--- src/hav_div.sv ---
// pipelined restoring divider, one quotient bit per stage, lanes share a divisor
// no dependencies
module hav_div #(
  parameter int unsigned LANES = 1,
  parameter int unsigned DW    = 32,
  parameter int unsigned QW    = 31,
  parameter int unsigned SW    = 1
) (
  input  logic                       clk_i,
  input  logic                       rst_ni,
  input  logic                       en_i,
  input  logic                       valid_i,
  input  logic [LANES-1:0][DW-1:0]   rem_i,
  input  logic [LANES-1:0][QW-1:0]   bits_i,
  input  logic [DW-1:0]              div_i,
  input  logic [SW-1:0]              side_i,
  output logic                       valid_o,
  output logic [LANES-1:0][QW-1:0]   quo_o,
  output logic [SW-1:0]              side_o
);

  logic                     vld_q  [QW];
  logic [LANES-1:0][DW-1:0] rem_q  [QW];
  logic [LANES-1:0][QW-1:0] nq_q   [QW];
  logic [DW-1:0]            div_q  [QW];
  logic [SW-1:0]            side_q [QW];

  logic                     vld_c  [QW];
  logic [LANES-1:0][DW-1:0] rem_c  [QW];
  logic [LANES-1:0][QW-1:0] nq_c   [QW];
  logic [DW-1:0]            div_c  [QW];
  logic [SW-1:0]            side_c [QW];
  logic [LANES-1:0][DW-1:0] rem_d  [QW];
  logic [LANES-1:0][QW-1:0] nq_d   [QW];

  // nq shifts dividend bits out at the top and quotient bits in at the bottom
  always_comb begin
    logic [DW:0] trial;
    logic [DW:0] diff;
    for (int k = 0; k < QW; k++) begin
      if (k == 0) begin
        vld_c[k]  = valid_i;
        rem_c[k]  = rem_i;
        nq_c[k]   = bits_i;
        div_c[k]  = div_i;
        side_c[k] = side_i;
      end else begin
        vld_c[k]  = vld_q[k-1];
        rem_c[k]  = rem_q[k-1];
        nq_c[k]   = nq_q[k-1];
        div_c[k]  = div_q[k-1];
        side_c[k] = side_q[k-1];
      end
      for (int l = 0; l < LANES; l++) begin
        trial = {rem_c[k][l], nq_c[k][l][QW-1]};
        diff  = trial - {1'b0, div_c[k]};
        if (trial >= {1'b0, div_c[k]}) begin
          rem_d[k][l] = diff[DW-1:0];
          nq_d[k][l]  = {nq_c[k][l][QW-2:0], 1'b1};
        end else begin
          rem_d[k][l] = trial[DW-1:0];
          nq_d[k][l]  = {nq_c[k][l][QW-2:0], 1'b0};
        end
      end
    end
  end

  always_ff @(posedge clk_i or negedge rst_ni) begin
    if (!rst_ni) begin
      for (int k = 0; k < QW; k++) vld_q[k] <= 1'b0;
    end else if (en_i) begin
      for (int k = 0; k < QW; k++) vld_q[k] <= vld_c[k];
    end
  end

  always_ff @(posedge clk_i) begin
    if (en_i) begin
      for (int k = 0; k < QW; k++) begin
        rem_q[k]  <= rem_d[k];
        nq_q[k]   <= nq_d[k];
        div_q[k]  <= div_c[k];
        side_q[k] <= side_c[k];
      end
    end
  end

  assign valid_o = vld_q[QW-1];
  assign quo_o   = nq_q[QW-1];
  assign side_o  = side_q[QW-1];

endmodule

--- config.mk ---
export PLATFORM = sky130hd
export DESIGN_NAME = hav_div
export DESIGN_NICKNAME = d
export VERILOG_FILES = /design/src/hav_div.sv
export SDC_FILE = /design/constraint.sdc
export NUM_CORES = 2
export LEC_CHECK = 0
export BUFFER_PORTS_ARGS = -buffer_cell sky130_fd_sc_hd__buf_2
export CAP_MARGIN = 40
export CORE_UTILIZATION = 55
export CTS_CLUSTER_SIZE = 10
export DETAILED_ROUTE_END_ITERATION = 6
export PLACE_DENSITY = 0.82
export SETUP_SLACK_MARGIN = 0.1
export SYNTH_ARGS = -nofsm -noshare
export SYNTH_HDL_FRONTEND = slang
export SYNTH_SLANG_ARGS = --single-unit
--- constraint.sdc ---
create_clock -name clk_i -period 5.45 [get_ports clk_i]
set_input_delay 0.2725 -clock clk_i [delete_from_list [all_inputs] [get_ports clk_i]]
set_output_delay 0.2725 -clock clk_i [all_outputs]
set_load 0.005 [all_outputs]
==> qor.yml <==
place_inst: 15955
final_nets: 13978
path_cells: "inv_1 > ha_1 > o21ai_0 > a21oi_1 > or4_1 > a41oi_2 > o21ai_1 > o21a_1 > a21oi_1 > o21ai_1 > a41oi_4 > o21ai_0"
grt_pass1_vias: 94018
grt-ovfl-total: 0
clk_pin_slew_ps: 60
cts-root-buf: "clkbuf_16"
min_path_type: "in -> reg"
hpwl_mm: 232
routed-via-count: 96857
final.min_clock_period_ps: 4370
max_slew_margin: 0.210
crit_buf_inv: 1
viasPerCell: 5.85
synth_edf_count: 2912
ios: 133
fmax_mhz: 229
cts_resized: 0
syn-num-nets: 13533
wl_per_cell_um: 19.6
cts_tree: "yes"
crit_type: "reg -> reg"
vdd_drop_max_mv: 0.337
fin_cells: 16546
track_usage: 0.231
drtAntennaViolNets: 0
gp_congestion: 0.927
drtIter0Drc: 8585
drt_wl_total_mm: 325
ys_seq_elements: 2943
clk_latency_ps: 940
failed_checks: "DRC"
path_max_fanout: 21
finalCritPeriodShare: 0.801
report.power.total_uw: 98800
clockBufferDepth: 4
p_per_area_nw_per_um2: 593
layout-drive-gt1-share: 0.0796
cp-end-kind: "flop"
yosysWarnings: 0
die_y_um: 525
core_area_um2: 271000
netlist_instances: 12411
netlist_area_um2: 150000
fin_skew_ps: 60.5
syn_avg_cell_area_um2: 12.1
die-area_um2: 275000
grt_pass1_wl_mm: 509
rsz0062_at_grt: "false"
seq_area_frac_synth: 0.587
status: "complete, but fails checks"
cpLargestDelayFamily: "compound AO/OA/AOI/OAI gates"
globalRouteMet1Util: 0.288
cp.arrival_ps: 4920
leakage_uw: 0.0673
use_met3: 0.0269
cts_htree_levels: 5
top_usage_layer: "met2"
clock_sinks: 2943
fin_tns_setup_ps: 0
numCtsBuffers: 343
cts_setup_buffers: 0
drv_slew: 0
drtPass1Iterations: 7
rows: 191
finalHoldViolations: 0
slowest_stage: "a41oi_4"
grt_start_max_net_pins: 195
maxCapViolations: 0
worstMarginPinSlew_ps: 1190
setup_viol: 0
area_growth_pct: 10.8
die_w_um: 525
initial_core_util: 0.554
drc: 2
antenna_found_initial: 5
cp-start-kind: "flop"
max_stage_delay_ps: 610
final_core_util: 0.614
io_buffer_count: 132
use_met2: 0.405
synthArstFlopShare: 0.0105
cp_data_required_time_ps: 6010
synth_flop_cell: "edfxtp_1"
ys_types: 105
==> power breakdown <==
part | total, uW | switching, uW | internal [uW] | leakage (uW)
Sequential | 36300 | 3530 | 32800 | 0.0289
Clock | 20300 | 8660 | 11600 | 0.00466
Combinational | 42200 | 23800 | 18400 | 0.0337
==> synth_stat cells, types with 88 or more instances <==
| library cell | count | area, um^2 |
|---|---|---|
| o21a_1 | 132 | 991 |
| nand3_1 | 185 | 926 |
| nand4_1 | 142 | 888 |
| inv_1 | 1225 | 4600 |
| ha_1 | 992 | 12400 |
| nand2_1 | 889 | 3340 |
| xor2_1 | 308 | 2700 |
| nand2b_1 | 112 | 701 |
| clkbuf_1 | 197 | 739 |
| o21bai_1 | 115 | 863 |
| a21o_1 | 514 | 3860 |
| nor2b_1 | 148 | 926 |
| o21ai_0 | 801 | 4010 |
| a21oi_1 | 979 | 4900 |
| nor3_1 | 104 | 521 |
| edfxtp_1 | 2912 | 87400 |
| xnor2_1 | 500 | 4380 |
| mux2_2 | 280 | 3150 |
| nor2_1 | 685 | 2570 |
| o31ai_1 | 88 | 661 |
| a31oi_1 | 91 | 569 |
==> worst reg2reg max path, stage by stage, from the launching register on <==
cell and delay (ps):
edfxtp_1 410, inv_1 100, ha_1 280, o21ai_0 170, a21oi_1 150, or4_1 580
a41oi_2 310, o21ai_1 170, o21a_1 270, a21oi_1 310, o21ai_1 230, a41oi_4 610
o21ai_0 390
==> stage by stage <==
| step | instance area (um^2) | hold slack, ps | setup WS [ps] |
|---|---|---|---|
| CTS | 166000 | 0.282 | 1130 |
| detailed placement | 156000 | 348 | 1200 |
| finish | 166000 | 56.9 | 1080 |
| global route | 166000 | 44.3 | 842 |
| global placement | 156000 | 340 | 1080 |
| floorplan | 150000 | -23.1 | 1900 |
==> worst paths after layout <==
check | start | endpoint | slack, ps | cells past startpoint
worst max-delay path | div_q[0][98] | rem_q[0][135] | 1080 | 12
worst min-delay path | bits_i[12] | nq_q[0][13] | 60 | 2
worst max register to register | div_q[0][98] | rem_q[0][135] | 1080 | 12
worst min register to register | nq_q[1][59] | nq_q[1][91] | 400 | 0
max in group asynchronous | rst_ni | vld_c[12] | 4840 | 4
min in group asynchronous | rst_ni | vld_c[23] | 410 | 4
==> layout make-up <==
type / instances / area [um^2]
Timing Repair Buffer: 366 / 3100
Tap cell: 3570 / 4470
Clock inverter: 52 / 562
Clock buffer: 409 / 9000
Sequential cell: 2943 / 88200
Antenna cell: 4 / 10.0
Multi-Input combinational cell: 7977 / 56500
Fill cell: 20380 / 105000
Inverter: 1225 / 4600
==> sequential cells by signal (all words and copies together) (netlist names) <==
name	flops
nq_q	961
valid_o	1
div_q	960
rem_q	960
side_q	31
vld_c	30
==> cells in the final DEF (no fill, tap or decap), types with 78 or more instances in the layout <==
master,Yosys,layout
o21ai_0,801,801
inv_1,1225,1225
o21a_1,132,132
clkbuf_16,0,350
xnor2_1,500,500
nand2_1,889,889
a21o_1,514,514
o31ai_1,88,85
nand4_1,142,142
o21bai_1,115,115
dlygate4sd3_1,0,124
a21oi_1,979,978
mux2_2,280,280
xor2_1,308,308
ha_1,992,992
nor2_1,685,684
nor2b_1,148,148
nor3_1,104,103
a211oi_1,78,78
a31oi_1,91,91
and3_1,83,83
buf_4,6,81
buf_2,40,132
nand3_1,185,185
nand2b_1,112,112
edfxtp_1,2912,2912
==> routing by layer <==
layer  share of wire  wire length, um
met1            0.41           131000
met3           0.051            16600
met5               0                0
met2            0.50           162000
met4           0.043            14000
==> kinds of logic (layout without fill, tap and decap cells) <==
kind of cell,after synthesis,in the layout,share of synthesized area
adders and majority gates,1022,1022,0.0866
buffers and inverters,1491,2052,0.0382
other,0,4,0
and+or+nand+nor,2566,2566,0.0796
muxes,374,374,0.0285
xor gates and xnor gates,808,808,0.0471
DFF,2943,2943,0.587
AOI/OAI and AO/OA,3207,3207,0.133
==> repair_timing <==
| item | CTS | global route |
|---|---|---|
| setup endpoints to repair | 0 | 0 |
| endpoints found under the hold margin | 149 | 0 |
| hold buffers | 125 | 0 |
Power figures use the tool's default switching activity.
