### config.mk
export PLATFORM = sky130hd
export DESIGN_NAME = hav_sqrt
export DESIGN_NICKNAME = d
export VERILOG_FILES = /design/src/hav_pkg.sv /design/src/hav_sqrt.sv
export SDC_FILE = /design/constraint.sdc
export NUM_CORES = 2
export LEC_CHECK = 0
export BUFFER_PORTS_ARGS = -buffer_cell sky130_fd_sc_hd__buf_4
export CAP_MARGIN = 40
export CORE_MARGIN = 2
export CORE_UTILIZATION = 58
export DETAILED_ROUTE_END_ITERATION = 10
export PLACE_DENSITY = 0.74
export SLEW_MARGIN = 20
export SYNTH_ARGS = -nofsm -noshare
export SYNTH_HDL_FRONTEND = slang
export SYNTH_MEMORY_MAX_BITS = 65536
export SYNTH_SLANG_ARGS = --single-unit
### constraint.sdc
create_clock -name clk_i -period 4.45 [get_ports clk_i]
set_clock_uncertainty 0.1 [all_clocks]
set_input_delay 0.6675 -clock clk_i [delete_from_list [all_inputs] [get_ports clk_i]]
set_output_delay 0.6675 -clock clk_i [all_outputs]
set_load 0.02 [all_outputs]
### src/hav_pkg.sv
// shared constants, codes and helper functions of the hinge angular velocity unit
// no dependencies
package hav_pkg;

  localparam int unsigned CFG_IDX_W = 2;
  localparam int unsigned CFG_W     = 31;

  localparam logic [CFG_IDX_W-1:0] CFG_GAIN = 2'd0;
  localparam logic [CFG_IDX_W-1:0] CFG_MAX  = 2'd1;

  localparam logic [CFG_W-1:0] GAIN_RST = 31'd65536;
  localparam logic [CFG_W-1:0] MAX_RST  = 31'd655360;

  localparam logic [2:0] ST_OK     = 3'd0;
  localparam logic [2:0] ST_CLAMP  = 3'd1;
  localparam logic [2:0] ST_BADCFG = 3'd2;
  localparam logic [2:0] ST_AXIS   = 3'd3;
  localparam logic [2:0] ST_RADIUS = 3'd4;

  localparam logic [63:0] AXIS_MIN_SQ   = 64'd1073741824;
  localparam logic [63:0] RADIUS_MIN_SQ = 64'd10737419;

  // widths of the square root unit
  localparam int unsigned SQ_W   = 64;
  localparam int unsigned ROOT_W = 32;

  localparam logic signed [65:0] MAG_POS = 66'sd4294967295;
  localparam logic signed [65:0] MAG_NEG = -66'sd4294967295;

  // side data carried through the square root
  typedef struct packed {
    logic [2:0][31:0] d;
    logic [2:0][31:0] v;
    logic [2:0][31:0] a;
    logic             axis_short;
  } sq_side_t;

  // side data carried through the unit axis divider
  typedef struct packed {
    logic [2:0][31:0] d;
    logic [2:0][31:0] v;
    logic [2:0]       neg;
    logic             axis_short;
  } ax_side_t;

  // side data carried through the final divider
  typedef struct packed {
    logic neg;
    logic ovf;
    logic axis_short;
    logic radius_short;
  } fin_side_t;

  // point minus pivot, saturated to 32 bits
  function automatic logic signed [31:0] sat_diff(input logic signed [31:0] q,
                                                  input logic signed [31:0] p);
    logic signed [32:0] t;
    t = 33'(q) - 33'(p);
    if (t[32] != t[31]) begin
      return t[32] ? 32'sh8000_0000 : 32'sh7FFF_FFFF;
    end
    return t[31:0];
  endfunction

  // signed divide by 2^30, toward zero
  function automatic logic signed [65:0] trunc_q30(input logic signed [65:0] x);
    logic signed [65:0] t;
    t = x + (x[65] ? 66'sd1073741823 : 66'sd0);
    return t >>> 30;
  endfunction

  // signed divide by 2^16, toward zero
  function automatic logic signed [65:0] trunc_q16(input logic signed [65:0] x);
    logic signed [65:0] t;
    t = x + (x[65] ? 66'sd65535 : 66'sd0);
    return t >>> 16;
  endfunction

  // limit magnitude to 2^32-1
  function automatic logic signed [32:0] clamp_mag32(input logic signed [65:0] x);
    if (x > MAG_POS) begin
      return MAG_POS[32:0];
    end
    if (x < MAG_NEG) begin
      return MAG_NEG[32:0];
    end
    return x[32:0];
  endfunction

endpackage

### src/hav_sqrt.sv
// pipelined integer square root, one root bit per stage
// depends on hav_pkg
module hav_sqrt import hav_pkg::*; #(
  parameter int unsigned SW = 1
) (
  input  logic              clk_i,
  input  logic              rst_ni,
  input  logic              en_i,
  input  logic              valid_i,
  input  logic [SQ_W-1:0]   x_i,
  input  logic [SW-1:0]     side_i,
  output logic              valid_o,
  output logic [ROOT_W-1:0] root_o,
  output logic [SW-1:0]     side_o
);

  localparam int unsigned NS = ROOT_W;

  logic            vld_q  [NS];
  logic [SQ_W-1:0] x_q    [NS];
  logic [SQ_W-1:0] r_q    [NS];
  logic [SW-1:0]   side_q [NS];

  logic            vld_c  [NS];
  logic [SQ_W-1:0] x_c    [NS];
  logic [SQ_W-1:0] r_c    [NS];
  logic [SW-1:0]   side_c [NS];
  logic [SQ_W-1:0] x_d    [NS];
  logic [SQ_W-1:0] r_d    [NS];

  always_comb begin
    logic [SQ_W-1:0] b;
    logic [SQ_W-1:0] t;
    for (int k = 0; k < NS; k++) begin
      if (k == 0) begin
        vld_c[k]  = valid_i;
        x_c[k]    = x_i;
        r_c[k]    = '0;
        side_c[k] = side_i;
      end else begin
        vld_c[k]  = vld_q[k-1];
        x_c[k]    = x_q[k-1];
        r_c[k]    = r_q[k-1];
        side_c[k] = side_q[k-1];
      end
      b = SQ_W'(1) << (SQ_W - 2 - 2 * k);
      t = r_c[k] + b;
      if (x_c[k] >= t) begin
        x_d[k] = x_c[k] - t;
        r_d[k] = (r_c[k] >> 1) + b;
      end else begin
        x_d[k] = x_c[k];
        r_d[k] = r_c[k] >> 1;
      end
    end
  end

  always_ff @(posedge clk_i or negedge rst_ni) begin
    if (!rst_ni) begin
      for (int k = 0; k < NS; k++) vld_q[k] <= 1'b0;
    end else if (en_i) begin
      for (int k = 0; k < NS; k++) vld_q[k] <= vld_c[k];
    end
  end

  always_ff @(posedge clk_i) begin
    if (en_i) begin
      for (int k = 0; k < NS; k++) begin
        x_q[k]    <= x_d[k];
        r_q[k]    <= r_d[k];
        side_q[k] <= side_c[k];
      end
    end
  end

  assign valid_o = vld_q[NS-1];
  assign root_o  = r_q[NS-1][ROOT_W-1:0];
  assign side_o  = side_q[NS-1];

endmodule

==> qor.yml <==
synthDistinctLibCells: 96
vias_per_cell: 6.10
avgRoutedWirePerCell_microns: 23.3
synth_top_area_cell: "edfxtp_1"
depth_of_the_cts_h_tree: 5
grt.total_usage_pct: 27.9
chipWidth_microns: 462
tritoncts.num_buffers: 283
final_hpwl_from_detailed_placement_microns: 221000
layout_common_cells: "2544 x edfxtp_1, 701 x inv_1, 620 x nor2_1, 607 x a21oi_1, 599 x nand2_1"
syn_area_per_cell_sq_um: 12.8
routed-via-count: 78998
end_kind: "flop"
synth_cells: 9530
clkTransAtPathRegs_ps: 60
buffer_ports.inserted: 102
die_h_microns: 462
layout.core_utilization_pct: 65.1
pin_count: 103
power.share.switching_pct: 29.2
yosys_warnings: 0
report.final.slew_viol_count: 0
area_growth_syn_to_layout_pct: 11.8
static_leak_nw: 51.8
synth_edf_count: 2544
pwr-share-clk_pct: 31.6
detailed_route_iter0_violations: 8148
dominant_register_cell_in_the_synthesized_netlist: "edfxtp_1"
hold_violations: 0
crit_path_start_kind: "flop"
min_period_ps: 4270
layout-drive-gt1-share_pct: 8.48
nFillCells: 15026
cap_violations: 0
tritoncts: "built"
grt_remaining_overflow: 0
syn-cell-area_sq_um: 122000
clk_latency_ps: 950
postRouteWirelength_microns: 301000
finalWeightedCongestion: 0.981
max-clock-path-buffers: 4
period_share_pct: 96.0
critical_path_peak_fanout: 21
comb_power_share_pct: 20.9
yosysSeqAreaShare_pct: 63.4
first_global_vias: 76141
drt.antenna.violating_nets: 0
setup-violations-final: 0
final_total_negative_setup_slack_ps: 0
cp_data_arrival_time_ps: 4810
die_area_sq_um: 214000
criticalPathCategory: "reg2reg"
finalNetCount: 10584
synth-seq-cells: 2576
maximum_number_of_pins_on_one_net_before_global_route_repair: 141
cell_internal_pwr_w: 0.0499
critPathRequiredTime_ps: 4990
footprint_of_the_multi_input_gates_sq_um: 41300
status: "complete, no violations"
core_area_sq_um: 209000
std_cell_rows: 168
dpl_worst_slack_ps: 115
synth.net_count: 10157
fin_ws_ps: 178
final.hold.worst_slack_ps: 84.7
initial_utilization_pct: 58.2
share_seq_of_total_power_pct: 47.5
first_pass_iters: 7
reported_net_switching_power_w: 0.0206
max_freq_ghz: 0.234
timing.slew.headroom_pct: 34.1
post-route-drc-count: 0
timing_worst_slew_pin_value_ps: 976
numClockSinks: 2576
cellPowerDensity_nw_per_um2: 518
synthTopCellsByArea: "edfxtp_1 63%, ha_1 5.7%, xnor2_1 3.3%"
grt_pass1_wl_microns: 453000
antenna_found_initial: 12
holdCritPathClass: "in2reg"
ff_latch_area_sq_um: 77200
ir_worst_vdd_v: 0.000486
ctsRootBufferMaster: "clkbuf_16"
timing.reg2reg.setup_slack_ps: 180
layout_commonest_cell: "edfxtp_1"
synth_top_area_share_pct: 62.8
post_layout_power_w: 0.0705
ys_async_sr_fraction_pct: 1.24
[power groups by stage]
stage	Clock, W	Combinational [W]	Sequential, W
after floorplan	0	0.0105	0.0326
after global placement	0	0.0140	0.0338
after detailed placement	0	0.0143	0.0338
after CTS	0.0226	0.0145	0.0334
after global routing	0.0236	0.0161	0.0337
final	0.0223	0.0148	0.0335
[sequential cells by signal, indices dropped and copies added (netlist names)]
register and flops:
valid_o 1, vld_c 31, r_q 528, side_q 32, x_q 1984
[path summary, 6_finish.rpt]
path | endpoint | from | cells past startpoint
min in group asynchronous | vld_c[27] | rst_ni | 2
worst min register to register | r_q[1][109] | r_q[1][46] | 0
worst min-delay path | x_q[0][63] | x_i[63] | 3
worst max-delay path | x_q[1][414] | r_q[1][349] | 11
worst max register to register | x_q[1][414] | r_q[1][349] | 11
max in group asynchronous | vld_c[17] | rst_ni | 2
[metrics by stage]
step	instances	cell area [sq um]
CTS	12943	136000
global placement	12403	127000
floorplan	9530	122000
global route	12948	136000
detailed placement	12407	127000
finish	12952	136000
[kinds of logic after synthesis]
logic type / synth area share (%)
xor gates and xnor gates: 6.32
adders and majority gates: 5.74
and+or+nand+nor: 11.4
DFF: 63.4
AOI/OAI and AO/OA: 9.19
buffers and inverters: 2.73
muxes: 1.23
[metal layers]
layer	part of all wire (%)	global-route usage, %	wire length, microns
met1	40	36.7	121000
met2	48	46.5	146000
met3	7.2	4.61	21800
met4	4.0	10.6	12200
met5	0.0090	0	27
[cells in the mapped netlist, types with 55 or more instances]
library cell	instances
xnor2_1	456
edfxtp_1	2544
mux2_2	124
nand2b_1	104
inv_1	701
nand4_1	148
ha_1	558
nor2_1	622
xor2_1	422
nand2_1	600
nor3_1	251
o21ai_0	426
or3_1	114
nor4_1	335
a21o_1	262
nand3_1	135
o21a_1	93
nor2b_1	81
a21oi_1	608
or4_1	55
clkbuf_1	153
[area by class of cell]
class,count,share of cell area (%)
Antenna cell,5,0.00919
Clock buffer,337,5.45
Clock inverter,133,0.887
Inverter,701,1.93
Multi-Input combinational cell,6075,30.4
Sequential cell,2576,56.7
Tap cell,2805,2.58
Timing Repair Buffer,320,2.06
[critical path, stage by stage (launching register included)]
cell      delay (ps)
edfxtp_1         460
inv_1             70
ha_1             400
nand4_1          210
or4_1            610
nor4_1           490
buf_4            210
nor3_1            90
o41ai_4          330
buf_4            320
buf_4            320
mux2_2           380
[repair_timing]
action	CTS	global route
hold endpoints to repair	97	0
hold buffers	66	0
buffers inserted	0	1
setup endpoints to repair	0	32
gates resized for setup	0	8
No activity file was read; power rests on OpenSTA's default activity.
